### src/rtl/core/hsrk_pkg.sv
// Shared types for the record heapsort core.
// Holds the record, request and response layouts; no dependencies.
`timescale 1ns / 1ps

package hsrk_pkg;

   localparam int unsigned ID_W  = 6;
   localparam int unsigned KEY_W = 6;

   typedef struct packed {
      logic [ID_W-1:0]  vertex;
      logic [KEY_W-1:0] degree;
   } record_type;

   typedef struct packed {
      logic [ID_W-1:0]  vertex_id;
      logic [KEY_W-1:0] degree;
      logic             is_last;
   } req_type;

   typedef struct packed {
      logic [ID_W-1:0]  out_vertex;
      logic [KEY_W-1:0] out_degree;
      logic             end_of_run;
   } rsp_type;

endpackage

### src/rtl/core/hsrk_store.sv
// Record store: one write port, two read ports with registered outputs.
// Depends on hsrk_pkg for the record layout.
`timescale 1ns / 1ps

module hsrk_store #(
   parameter int unsigned DEPTH = 64
) (
   input  logic                          clock,
   input  logic                          wr_en,
   input  logic [$clog2(DEPTH)-1:0]      wr_addr,
   input  hsrk_pkg::record_type          wr_data,
   input  logic [$clog2(DEPTH)-1:0]      rd_addr_a,
   input  logic [$clog2(DEPTH)-1:0]      rd_addr_b,
   output hsrk_pkg::record_type          rd_data_a,
   output hsrk_pkg::record_type          rd_data_b
);

   hsrk_pkg::record_type mem [DEPTH];
   hsrk_pkg::record_type rd_a_ff;
   hsrk_pkg::record_type rd_b_ff;

   always_ff @(posedge clock) begin
      if (wr_en) begin
         mem[wr_addr] <= wr_data;
      end
      rd_a_ff <= mem[rd_addr_a];
      rd_b_ff <= mem[rd_addr_b];
   end

   assign rd_data_a = rd_a_ff;
   assign rd_data_b = rd_b_ff;

endmodule

### src/rtl/core/heapsort_records_by_key_core.sv
// Top level of the record heapsort core: load, heap build, sort and drain sequencer.
// Depends on hsrk_pkg and hsrk_store.
//
// Usage:
//   req_ channel: one record per transaction (vertex_id, degree, is_last). Records
//   are stored one per cycle; records beyond DEPTH are dropped. A transaction with
//   is_last set closes the set and starts the sort; req_ready stays low until the
//   whole sorted set has been handed to the rsp_ channel.
//   rsp_ channel: n transactions in ascending degree, end_of_run set on the last.
//   Sort sequence: sorting runs on the two-read, one-write record store. Each build
//   sift starts with a read of its node and a hold step, and each root swap takes a
//   swap read and a swap write; then one compare-and-write step per heap level and a
//   final put step to place the held record when it sinks to a leaf. Draining moves
//   each record through a store read and then the output register.
//   Reset: synchronous; clears the record count, drops any sort in progress and clears
//   rsp_valid. The store needs no clearing pass.
//   Stall: while rsp_ready is low the output register holds its transaction and
//   the drain waits; no record is lost or repeated.
`timescale 1ns / 1ps

module heapsort_records_by_key_core #(
   parameter int unsigned DEPTH = 64
) (
   input  logic              clock,
   input  logic              reset,
   input  logic              req_valid,
   output logic              req_ready,
   input  hsrk_pkg::req_type req_data,
   output logic              rsp_valid,
   input  logic              rsp_ready,
   output hsrk_pkg::rsp_type rsp_data
);

   localparam int unsigned AW = (DEPTH > 1) ? $clog2(DEPTH) : 1;
   localparam int unsigned CW = $clog2(DEPTH + 1);

   localparam logic [2:0] ST_LOAD    = 3'd0;
   localparam logic [2:0] ST_START   = 3'd1;
   localparam logic [2:0] ST_HOLD    = 3'd2;
   localparam logic [2:0] ST_CMP     = 3'd3;
   localparam logic [2:0] ST_PUT     = 3'd4;
   localparam logic [2:0] ST_SWAP_RD = 3'd5;
   localparam logic [2:0] ST_SWAP_WR = 3'd6;
   localparam logic [2:0] ST_OUT     = 3'd7;

   logic [2:0]           state_ff,    state_in;
   logic [CW-1:0]        count_ff,    count_in;
   logic                 build_ff,    build_in;
   logic [AW-1:0]        s_ff,        s_in;
   logic [AW-1:0]        end_ff,      end_in;
   logic [AW-1:0]        last_ff,     last_in;
   logic [AW-1:0]        i_ff,        i_in;
   hsrk_pkg::record_type held_ff,     held_in;
   logic [CW-1:0]        k_ff,        k_in;
   logic                 out_pend_ff, out_pend_in;
   logic                 out_end_ff,  out_end_in;
   logic                 rsp_valid_ff, rsp_valid_in;
   hsrk_pkg::rsp_type    rsp_data_ff, rsp_data_in;

   logic                 mem_we;
   logic [AW-1:0]        mem_waddr;
   hsrk_pkg::record_type mem_wdata;
   logic [AW-1:0]        mem_raddr_a;
   logic [AW-1:0]        mem_raddr_b;
   hsrk_pkg::record_type rdata_a;
   hsrk_pkg::record_type rdata_b;

   logic [AW:0]          child_base;
   logic [AW:0]          next_base;
   logic [AW:0]          last_ext;
   logic                 use_right;
   logic [AW-1:0]        child_idx;
   hsrk_pkg::record_type child_rec;
   logic [CW-1:0]        n_new;
   logic                 sift_end;

   hsrk_store #(.DEPTH(DEPTH)) u_store (
      .clock     (clock),
      .wr_en     (mem_we),
      .wr_addr   (mem_waddr),
      .wr_data   (mem_wdata),
      .rd_addr_a (mem_raddr_a),
      .rd_addr_b (mem_raddr_b),
      .rd_data_a (rdata_a),
      .rd_data_b (rdata_b)
   );

   assign req_ready  = (state_ff == ST_LOAD);
   assign rsp_valid  = rsp_valid_ff;
   assign rsp_data   = rsp_data_ff;

   assign child_base = {i_ff, 1'b1};
   assign last_ext   = {1'b0, last_ff};
   assign use_right  = (child_base < last_ext) && (rdata_a.degree < rdata_b.degree);
   assign child_idx  = use_right ? (child_base[AW-1:0] + AW'(1)) : child_base[AW-1:0];
   assign child_rec  = use_right ? rdata_b : rdata_a;
   assign next_base  = {child_idx, 1'b1};
   assign n_new      = (count_ff < CW'(DEPTH)) ? (count_ff + CW'(1)) : count_ff;

   always_comb begin
      state_in     = state_ff;
      count_in     = count_ff;
      build_in     = build_ff;
      s_in         = s_ff;
      end_in       = end_ff;
      last_in      = last_ff;
      i_in         = i_ff;
      held_in      = held_ff;
      k_in         = k_ff;
      out_pend_in  = out_pend_ff;
      out_end_in   = out_end_ff;
      rsp_valid_in = rsp_valid_ff && !rsp_ready;
      rsp_data_in  = rsp_data_ff;
      mem_we       = 1'b0;
      mem_waddr    = i_ff;
      mem_wdata    = held_ff;
      mem_raddr_a  = '0;
      mem_raddr_b  = '0;
      sift_end     = 1'b0;

      case (state_ff)
         ST_LOAD: begin
            if (req_valid) begin
               if (count_ff < CW'(DEPTH)) begin
                  mem_we    = 1'b1;
                  mem_waddr = count_ff[AW-1:0];
                  mem_wdata = '{vertex: req_data.vertex_id, degree: req_data.degree};
               end
               count_in = n_new;
               if (req_data.is_last) begin
                  last_in  = AW'(n_new - CW'(1));
                  build_in = 1'b1;
                  k_in     = '0;
                  if (n_new < CW'(2)) begin
                     state_in = ST_OUT;
                  end else begin
                     s_in     = AW'((n_new >> 1) - CW'(1));
                     state_in = ST_START;
                  end
               end
            end
         end
         ST_START: begin
            mem_raddr_a = s_ff;
            i_in        = s_ff;
            state_in    = ST_HOLD;
         end
         ST_HOLD: begin
            held_in = rdata_a;
            if (child_base <= last_ext) begin
               mem_raddr_a = child_base[AW-1:0];
               mem_raddr_b = child_base[AW-1:0] + AW'(1);
               state_in    = ST_CMP;
            end else begin
               state_in = ST_PUT;
            end
         end
         ST_CMP: begin
            mem_we    = 1'b1;
            mem_waddr = i_ff;
            if (held_ff.degree >= child_rec.degree) begin
               mem_wdata = held_ff;
               sift_end  = 1'b1;
            end else begin
               mem_wdata = child_rec;
               i_in      = child_idx;
               if (next_base <= last_ext) begin
                  mem_raddr_a = next_base[AW-1:0];
                  mem_raddr_b = next_base[AW-1:0] + AW'(1);
               end else begin
                  state_in = ST_PUT;
               end
            end
         end
         ST_PUT: begin
            mem_we    = 1'b1;
            mem_waddr = i_ff;
            mem_wdata = held_ff;
            sift_end  = 1'b1;
         end
         ST_SWAP_RD: begin
            mem_raddr_a = '0;
            mem_raddr_b = end_ff;
            state_in    = ST_SWAP_WR;
         end
         ST_SWAP_WR: begin
            mem_we    = 1'b1;
            mem_waddr = end_ff;
            mem_wdata = rdata_a;
            held_in   = rdata_b;
            i_in      = '0;
            last_in   = end_ff - AW'(1);
            if ({1'b0, end_ff} >= (AW+1)'(2)) begin
               mem_raddr_a = AW'(1);
               mem_raddr_b = AW'(2);
               state_in    = ST_CMP;
            end else begin
               state_in = ST_PUT;
            end
         end
         ST_OUT: begin
            if (out_pend_ff) begin
               rsp_valid_in = 1'b1;
               rsp_data_in  = '{out_vertex: rdata_a.vertex,
                                out_degree: rdata_a.degree,
                                end_of_run: out_end_ff};
               out_pend_in  = 1'b0;
               if (out_end_ff) begin
                  count_in = '0;
                  state_in = ST_LOAD;
               end
            end else if ((!rsp_valid_ff || rsp_ready) && (k_ff < count_ff)) begin
               mem_raddr_a = k_ff[AW-1:0];
               out_pend_in = 1'b1;
               out_end_in  = (k_ff == (count_ff - CW'(1)));
               k_in        = k_ff + CW'(1);
            end
         end
         default: begin
            state_in = ST_LOAD;
         end
      endcase

      // advance to the next sift, swap or drain once the held record is placed
      if (sift_end) begin
         if (build_ff) begin
            if (s_ff == '0) begin
               build_in = 1'b0;
               end_in   = last_ff;
               state_in = ST_SWAP_RD;
            end else begin
               s_in     = s_ff - AW'(1);
               state_in = ST_START;
            end
         end else begin
            if (end_ff == AW'(1)) begin
               k_in     = '0;
               state_in = ST_OUT;
            end else begin
               end_in   = end_ff - AW'(1);
               state_in = ST_SWAP_RD;
            end
         end
      end
   end

   always_ff @(posedge clock) begin
      if (reset) begin
         state_ff     <= ST_LOAD;
         count_ff     <= '0;
         build_ff     <= 1'b0;
         out_pend_ff  <= 1'b0;
         rsp_valid_ff <= 1'b0;
      end else begin
         state_ff     <= state_in;
         count_ff     <= count_in;
         build_ff     <= build_in;
         out_pend_ff  <= out_pend_in;
         rsp_valid_ff <= rsp_valid_in;
      end
   end

   always_ff @(posedge clock) begin
      s_ff        <= s_in;
      end_ff      <= end_in;
      last_ff     <= last_in;
      i_ff        <= i_in;
      held_ff     <= held_in;
      k_ff        <= k_in;
      out_end_ff  <= out_end_in;
      rsp_data_ff <= rsp_data_in;
   end

   a_land_free: assert property (@(posedge clock) disable iff (reset)
      out_pend_ff |-> !rsp_valid_ff)
      else $error("store read landed while output register still occupied");

   a_count_range: assert property (@(posedge clock) disable iff (reset)
      count_ff <= CW'(DEPTH))
      else $error("record count beyond store depth");

   a_cmp_child: assert property (@(posedge clock) disable iff (reset)
      (state_ff == ST_CMP) |-> (child_base <= last_ext))
      else $error("sift compare on a child outside the heap");

   a_last_closes: assert property (@(posedge clock) disable iff (reset)
      (req_valid && req_ready && req_data.is_last) |=> !req_ready)
      else $error("input still open after the closing transaction");

   a_drain_no_write: assert property (@(posedge clock) disable iff (reset)
      (state_ff == ST_OUT) |-> !mem_we)
      else $error("store written while draining");

endmodule
### config.mk
export PLATFORM = sky130hd
export DESIGN_NAME = heapsort_records_by_key_core
export DESIGN_NICKNAME = d
export VERILOG_FILES = /design/src/rtl/core/hsrk_pkg.sv /design/src/rtl/core/hsrk_store.sv /design/src/rtl/core/heapsort_records_by_key_core.sv
export SDC_FILE = /design/constraint.sdc
export NUM_CORES = 2
export LEC_CHECK = 0
export BUFFER_PORTS_ARGS = -buffer_cell sky130_fd_sc_hd__buf_2
export CAP_MARGIN = 20
export CORE_UTILIZATION = 49
export DETAILED_ROUTE_END_ITERATION = 8
export MAX_ROUTING_LAYER = met4
export PLACE_DENSITY_LB_ADDON = 0.08
export SETUP_SLACK_MARGIN = 0.1
export SLEW_MARGIN = 0
export SYNTH_ARGS = -nofsm -noshare
export SYNTH_HDL_FRONTEND = slang
export SYNTH_HIERARCHICAL = 1
export SYNTH_SLANG_ARGS = --single-unit
### constraint.sdc
create_clock -name clock -period 6.1 [get_ports clock]
set_input_delay 1.83 -clock clock [delete_from_list [all_inputs] [get_ports clock]]
set_output_delay 1.83 -clock clock [all_outputs]
set_load 0.02 [all_outputs]
* Word level (Yosys, flattened, before mapping)
Memories as Yosys holds them, arrays and structs flattened. A register that Yosys moved wholly into a read port is not among the register bits.
Cells that the tools add are included.
W data, S select, Z words.
** Cells by class
- Divide/modulo/power cells :: 0
- Reduce and logical (&&, ||, !) cells :: 21
- Bitwise logic cells :: 1
- Multiplexer cells :: 81
- Equality and inequality tests :: 22
- Shift operators :: 0
- Add/subtract/negate cells :: 9
- $lt $le $gt $ge :: 9
- Multipliers :: 0
** Operators with widths (number)
- $mux W6 :: 24
- $mux W7 :: 11
- $mux W12 :: 4
- $mux W3 :: 12
- $pmux W12 S3 :: 1
- $pmux W6 S5 :: 1
- $pmux W7 S2 :: 2
- $pmux W12 S2 :: 1
- $pmux W6 S2 :: 2
- $pmux W6 S4 :: 1
- $sub A6 B1 Y6 const B :: 4
- $pmux W3 S7 :: 1
- $pmux W6 S3 :: 1
- $mux W1 :: 16
- $add A7 B1 Y7 const B :: 2
- $le A7 B6 Y1 :: 2
- $add A6 B1 Y6 const B :: 2
- $eq A3 B3 Y1 const B :: 4
- $ne A3 B3 Y1 const B :: 4
- $ne A2 B2 Y1 const B :: 5
- $reduce_and A3 Y1 :: 3
- $reduce_bool A8 Y1 :: 1
- $eq A7 B7 Y1 :: 1
- $lt A7 B2 Y1 const B :: 1
- 27 further kinds :: 37
** Storage, ports and cells
- Output and inout port bits :: 15
- Memories kept :: 1
- Register bits after elaboration :: 70
- Bits in read-only memories :: 0
- Latch bits :: 0
- Word-level logic and storage cells :: 160
- Memory bits (writable) :: 768
** Memories
- u_store.mem :: depth 64, bits a word 12, read ports 2, clocked after memory_dff 2, wr ports 1, RTL line hsrk_store.sv:18 : hsrk_pkg::record_type mem [DEPTH];

* Longest topological paths before layout
- Word-level depth :: 10
- Depth in mapped cells :: 29
- Gate-level depth less buffers :: 22

* Modules after synthesis
Netlist, hierarchy kept.
** By module, submodules not included
- hsrk_store :: cells each 1773, instances 1, area each 36172.2 µm²
- heapsort_records_by_key_core :: cells each 663, instances 1, area each 5604.1 µm²

* Worst setup path before layout
OpenSTA, ideal clock, no wires.
- Path type :: reg-to-reg
- Start point :: register i_ff[4]
- End point :: memory u_store/mem[0][3] in the netlist's numbering (data pin)
- Data required time :: 5360 ps
- Slack :: -224 ps
- Clock period less this slack :: 6324 ps
- Stages on the path, launching flop included :: 16
- Library setup time :: 740 ps
- Buffers on the path :: 1
- Arrival :: 5584 ps
- Cell sequence :: edfxtp_1 ha_1 and4b_1 o21ai_1 nand3_1 nor3_2 inv_2 buf_2 mux2i_1 ha_1 a21o_1 a21oi_1 and2_1 o21ai_1 a21oi_1 a221oi_1
** RTL lines
- start, declared :: RTL line heapsort_records_by_key_core.sv:52 : logic [AW-1:0] i_ff, i_in;
- start signal, assigned :: RTL line heapsort_records_by_key_core.sv:267 : i_ff <= i_in;
- end, declared :: RTL line hsrk_store.sv:18

* Worst setup path in the final report
- Start point :: register, netlist name u_store/rd_data_b[3]
- End point :: register, netlist name u_store/rd_data_b[6]
** Between the ends
- Longest elaborated chain between the ends :: 7
** RTL lines
- $lt A6 B6 Y1 :: RTL line heapsort_records_by_key_core.sv:94 : assign use_right = (child_base < last_ext) && (rdata_a.degree < rdata_b.degree);
- $logic_and A1 B1 Y1 :: RTL line heapsort_records_by_key_core.sv:94
- $mux W6 :: RTL line heapsort_records_by_key_core.sv:95 : assign child_idx = use_right ? (child_base[AW-1:0] + AW'(1)) : child_base[AW-1:0];
- $add A6 B1 Y6 / $le A7 B6 Y1 (equally long branches) :: RTL line heapsort_records_by_key_core.sv:169, heapsort_records_by_key_core.sv:167
- $mux W6 :: RTL line heapsort_records_by_key_core.sv:167 : if (next_base <= last_ext) begin
- $mux W6 * :: RTL line heapsort_records_by_key_core.sv:161 : if (held_ff.degree >= child_rec.degree) begin
- $pmux W6 S4 * :: RTL line heapsort_records_by_key_core.sv:121 : case (state_ff)
- via mem_raddr_b[1] :: RTL line heapsort_records_by_key_core.sv:64 : logic [AW-1:0] mem_raddr_b;
Mark *: on every way through the listed nets, which the timed path passes. The rest lies on a longest branch.
A chain may end at the register's enable or synchronous reset.

==> reports/summary.txt <==
Die X-Extent - 294 um
Worst R2R Setup Slack - 0.40 ns
period utilisation layout - 0.934
WHS Endpoint - out_pend_ff
nets@finish - 2688
reported max-cap violation count - 0
post-synthesis sequential area ratio - 0.608
clk sinks - 862
initial antenna violation count - 11
Primary FF master, synth - edfxtp_1
Post-Syn Area per Cell - 17.1 sq um
fin util - 0.571
cell count after synthesis - 2436
layout cells sized above 1 - 0.326
FF-to-FF Start - u_store/rd_data_b[3]
H-tree levels - 3
CP Launch Point - u_store/rd_data_b[3]
area leader, netlist - edfxtp_1
remaining global-route overflow - 0
Fin. Hold Viols - 0
Pre-antenna DRT Iters - 6
Die Ht - 294 um
# setup viols final - 0
Worst Min Path Start - out_pend_ff
Tightest Pin Transition - 0.963 ns
CTS tree - built
worst r2r dst - u_store/rd_data_b[6]
initial core utilization - 0.498
HPWL Detailed - 91600 um
CTS clock-pin slew for the worst setup and hold paths - 0.06 ns
Fillers - 6454
clock tree buffer depth - 3
CP arrival - 6.21 ns
pin count of the biggest net entering global routing - 73
final setup TNS - 0 ns
Clock Latency Late Sink - 0.68 ns
post-synthesis cell area - 41800 sq um
commonest non-fill, non-tap cell in the layout - edfxtp_1
Pwr per Cell Area - 554 nW/um^2
status - finished clean
Iteration-0 DRC Markers - 4031
total wire length - 135000 um
worst hold path depth - 2
Yosys cell types - 85
gr usage total - 0.327
Syn. warnings - 6
LEAKAGE - 15.3 nW
CTS Root Cell - clkbuf_16
total I/O pin count - 32
GPL Wtd Cong - 0.991
Synth area leaders - edfxtp_1 58%, mux4_2 22%, dfxtp_1 2.4%
number of flops mapped to enable cells by yosys - 812
DRC - 0
Final min period - 5.70 ns
row count - 106
Post-Syn Nets - 2495
Setup crit start kind - flip-flop
die area - 86400 sq um
critical path endpoint category - flip-flop
Max VDD drop - 449 uV
fmax - 176 MHz
Syn-to-layout area delta - 14.8%
most frequent cells in the layout - 812 x edfxtp_1, 399 x mux4_2, 209 x buf_4
DR vias - 26.2k
ys async rst share - 0
vias per cell - 6.82
CTS Buf Count - 94
CP required - 6.61 ns
Final Slew Violations - 0
hold crit path type - flip-flop to flip-flop
drt wl/cell - 35.1 um
CORE AREA - 84000 sq um
Synth Register Bits - 862
Layout Skew - 0.0423 ns
Reg2Reg Depth - 25
Setup CP Type - flip-flop to flip-flop
Yosys top cell area share - 0.584
IO buf count - 31
final total power - 26.6 mW
global-route wire length before repair - 193000 um
Slew HR - 0.355
Max FO, Critical Path - 20
vias in the first global route - 25.7k
RSZ-0062 raised after global routing - false
remaining antenna violation count - 0
[synthesized netlist by cell type (all sizes together), types with 10 or more instances]
| cell type | number |
|---|---|
| mux4 | 407 |
| nand2 | 107 |
| nor2b | 20 |
| and2 | 10 |
| nand2b | 21 |
| o22ai | 47 |
| o221ai | 19 |
| xnor2 | 27 |
| buf | 113 |
| a211oi | 17 |
| edfxtp | 812 |
| mux2 | 24 |
| clkbuf | 60 |
| dfxtp | 50 |
| o31ai | 13 |
| ha | 42 |
| nor3 | 38 |
| nand3 | 31 |
| mux2i | 69 |
| xor2 | 13 |
| a21oi | 87 |
| nor2 | 151 |
| inv | 41 |
| o211ai | 15 |
| o21ai | 82 |
[repair_timing]
action,4_1_cts,5_1_grt
hold buffers,0,0
resized for setup,4,15
setup endpoints to repair,4,23
gates cloned,0,2
buffers inserted,0,6
pin swaps,0,3
[worst max path at each step]
stage / endpoint / slack [ns] / depth (start not counted)
3_3_place_gp: u_store/rd_data_a[9] / 0.17 / 24
3_5_place_dp: u_store/rd_data_a[3] / 0.06 / 22
6_report: u_store/rd_data_b[6] / 0.40 / 25
2_1_floorplan: u_store/mem[0][10] / 0.64 / 16
5_1_grt: u_store/rd_data_b[6] / 0.14 / 25
4_1_cts: u_store/rd_data_a[6] / 0.14 / 24
[worst max-delay path, stage by stage (launching register included)]
cell and delay (ns):
dfxtp_1 0.43, inv_1 0.09, ha_1 0.31, nand4_1 0.09
o2bb2ai_1 0.34, nor3_2 0.10, inv_2 0.11, mux2i_1 0.31
inv_1 0.11, ha_1 0.30, nand2_1 0.09, a21oi_1 0.05
a2111oi_2 0.33, o21ai_1 0.18, nor2_1 0.15, nand2_2 0.18
o21ai_4 0.20, buf_12 0.20, buf_12 0.22, mux4_2 0.51
mux2i_1 0.21, buf_4 0.18, a21oi_1 0.07, o21ai_0 0.47
buf_4 0.20, o31ai_1 0.06
[cell type report]
| cell class | instances | area, sq um | area share |
|---|---|---|---|
| Sequential cell | 862 | 25400 | 0.529 |
| Timing Repair Buffer | 270 | 2320 | 0.0485 |
| Multi-Input combinational cell | 1358 | 15600 | 0.326 |
| Tap cell | 1134 | 1420 | 0.0296 |
| Clock inverter | 44 | 455 | 0.00950 |
| Inverter | 43 | 161 | 0.00337 |
| Clock buffer | 129 | 2580 | 0.0539 |
| Antenna cell | 6 | 15.0 | 0.000313 |
[where the power goes]
| group | switching (mW) | leakage, nW | internal [mW] |
|---|---|---|---|
| registers | 0.388 | 7.73 | 8.79 |
| logic | 7.53 | 6.05 | 4.29 |
| clock network | 2.39 | 1.47 | 3.20 |
| total | 10.3 | 15.3 | 16.3 |
[kinds of logic (layout without fill, tap and decap cells)]
logic type / after synthesis / in the layout / synth area share
and+or+nand+nor: 425 / 425 / 0.0483
muxes: 500 / 500 / 0.243
DFF: 862 / 862 / 0.608
buffers and inverters: 216 / 486 / 0.0255
xor gates and xnor gates: 40 / 40 / 0.00857
other: 0 / 6 / 0
AOI/OAI and AO/OA: 351 / 351 / 0.0543
adders and majority gates: 42 / 42 / 0.0126
[per-stage QoR]
stage / hold WS (ns) / instance area [sq um] / std cells / setup WS, ns
final: 0.512 / 48000 / 3846 / 0.404
after CTS: 0.509 / 47800 / 3832 / 0.142
after floorplan: 0.445 / 41800 / 2436 / 0.642
after global routing: 0.545 / 48000 / 3846 / 0.144
after global placement: 0.497 / 44700 / 3658 / 0.168
after detailed placement: 0.501 / 44700 / 3659 / 0.0601
[state kept, by name, indices dropped and copies added (netlist names)]
register and count:
rsp_valid 1, u_store/rd_data_a 12, last_ff 6, count_ff 7, end_ff 6, u_store/rd_data_b 12, i_ff 6, out_end_ff 1
out_pend_ff 1, build_ff 1, held_ff 12, rsp_data 13, k_ff 7, state_ff 3, s_ff 6, u_store/mem 768
[routing by layer]
| metal | track usage | vias up | routed length (um) |
|---|---|---|---|
| met5 | - | - | 0 |
| met4 | 0.111 | 0 | 5270 |
| met3 | 0.0610 | 250 | 14200 |
| met2 | 0.480 | 1644 | 61400 |
| met1 | 0.462 | 13800 | 53900 |
| li1 | - | 10500 | - |
Power figures use the tool's default switching activity.
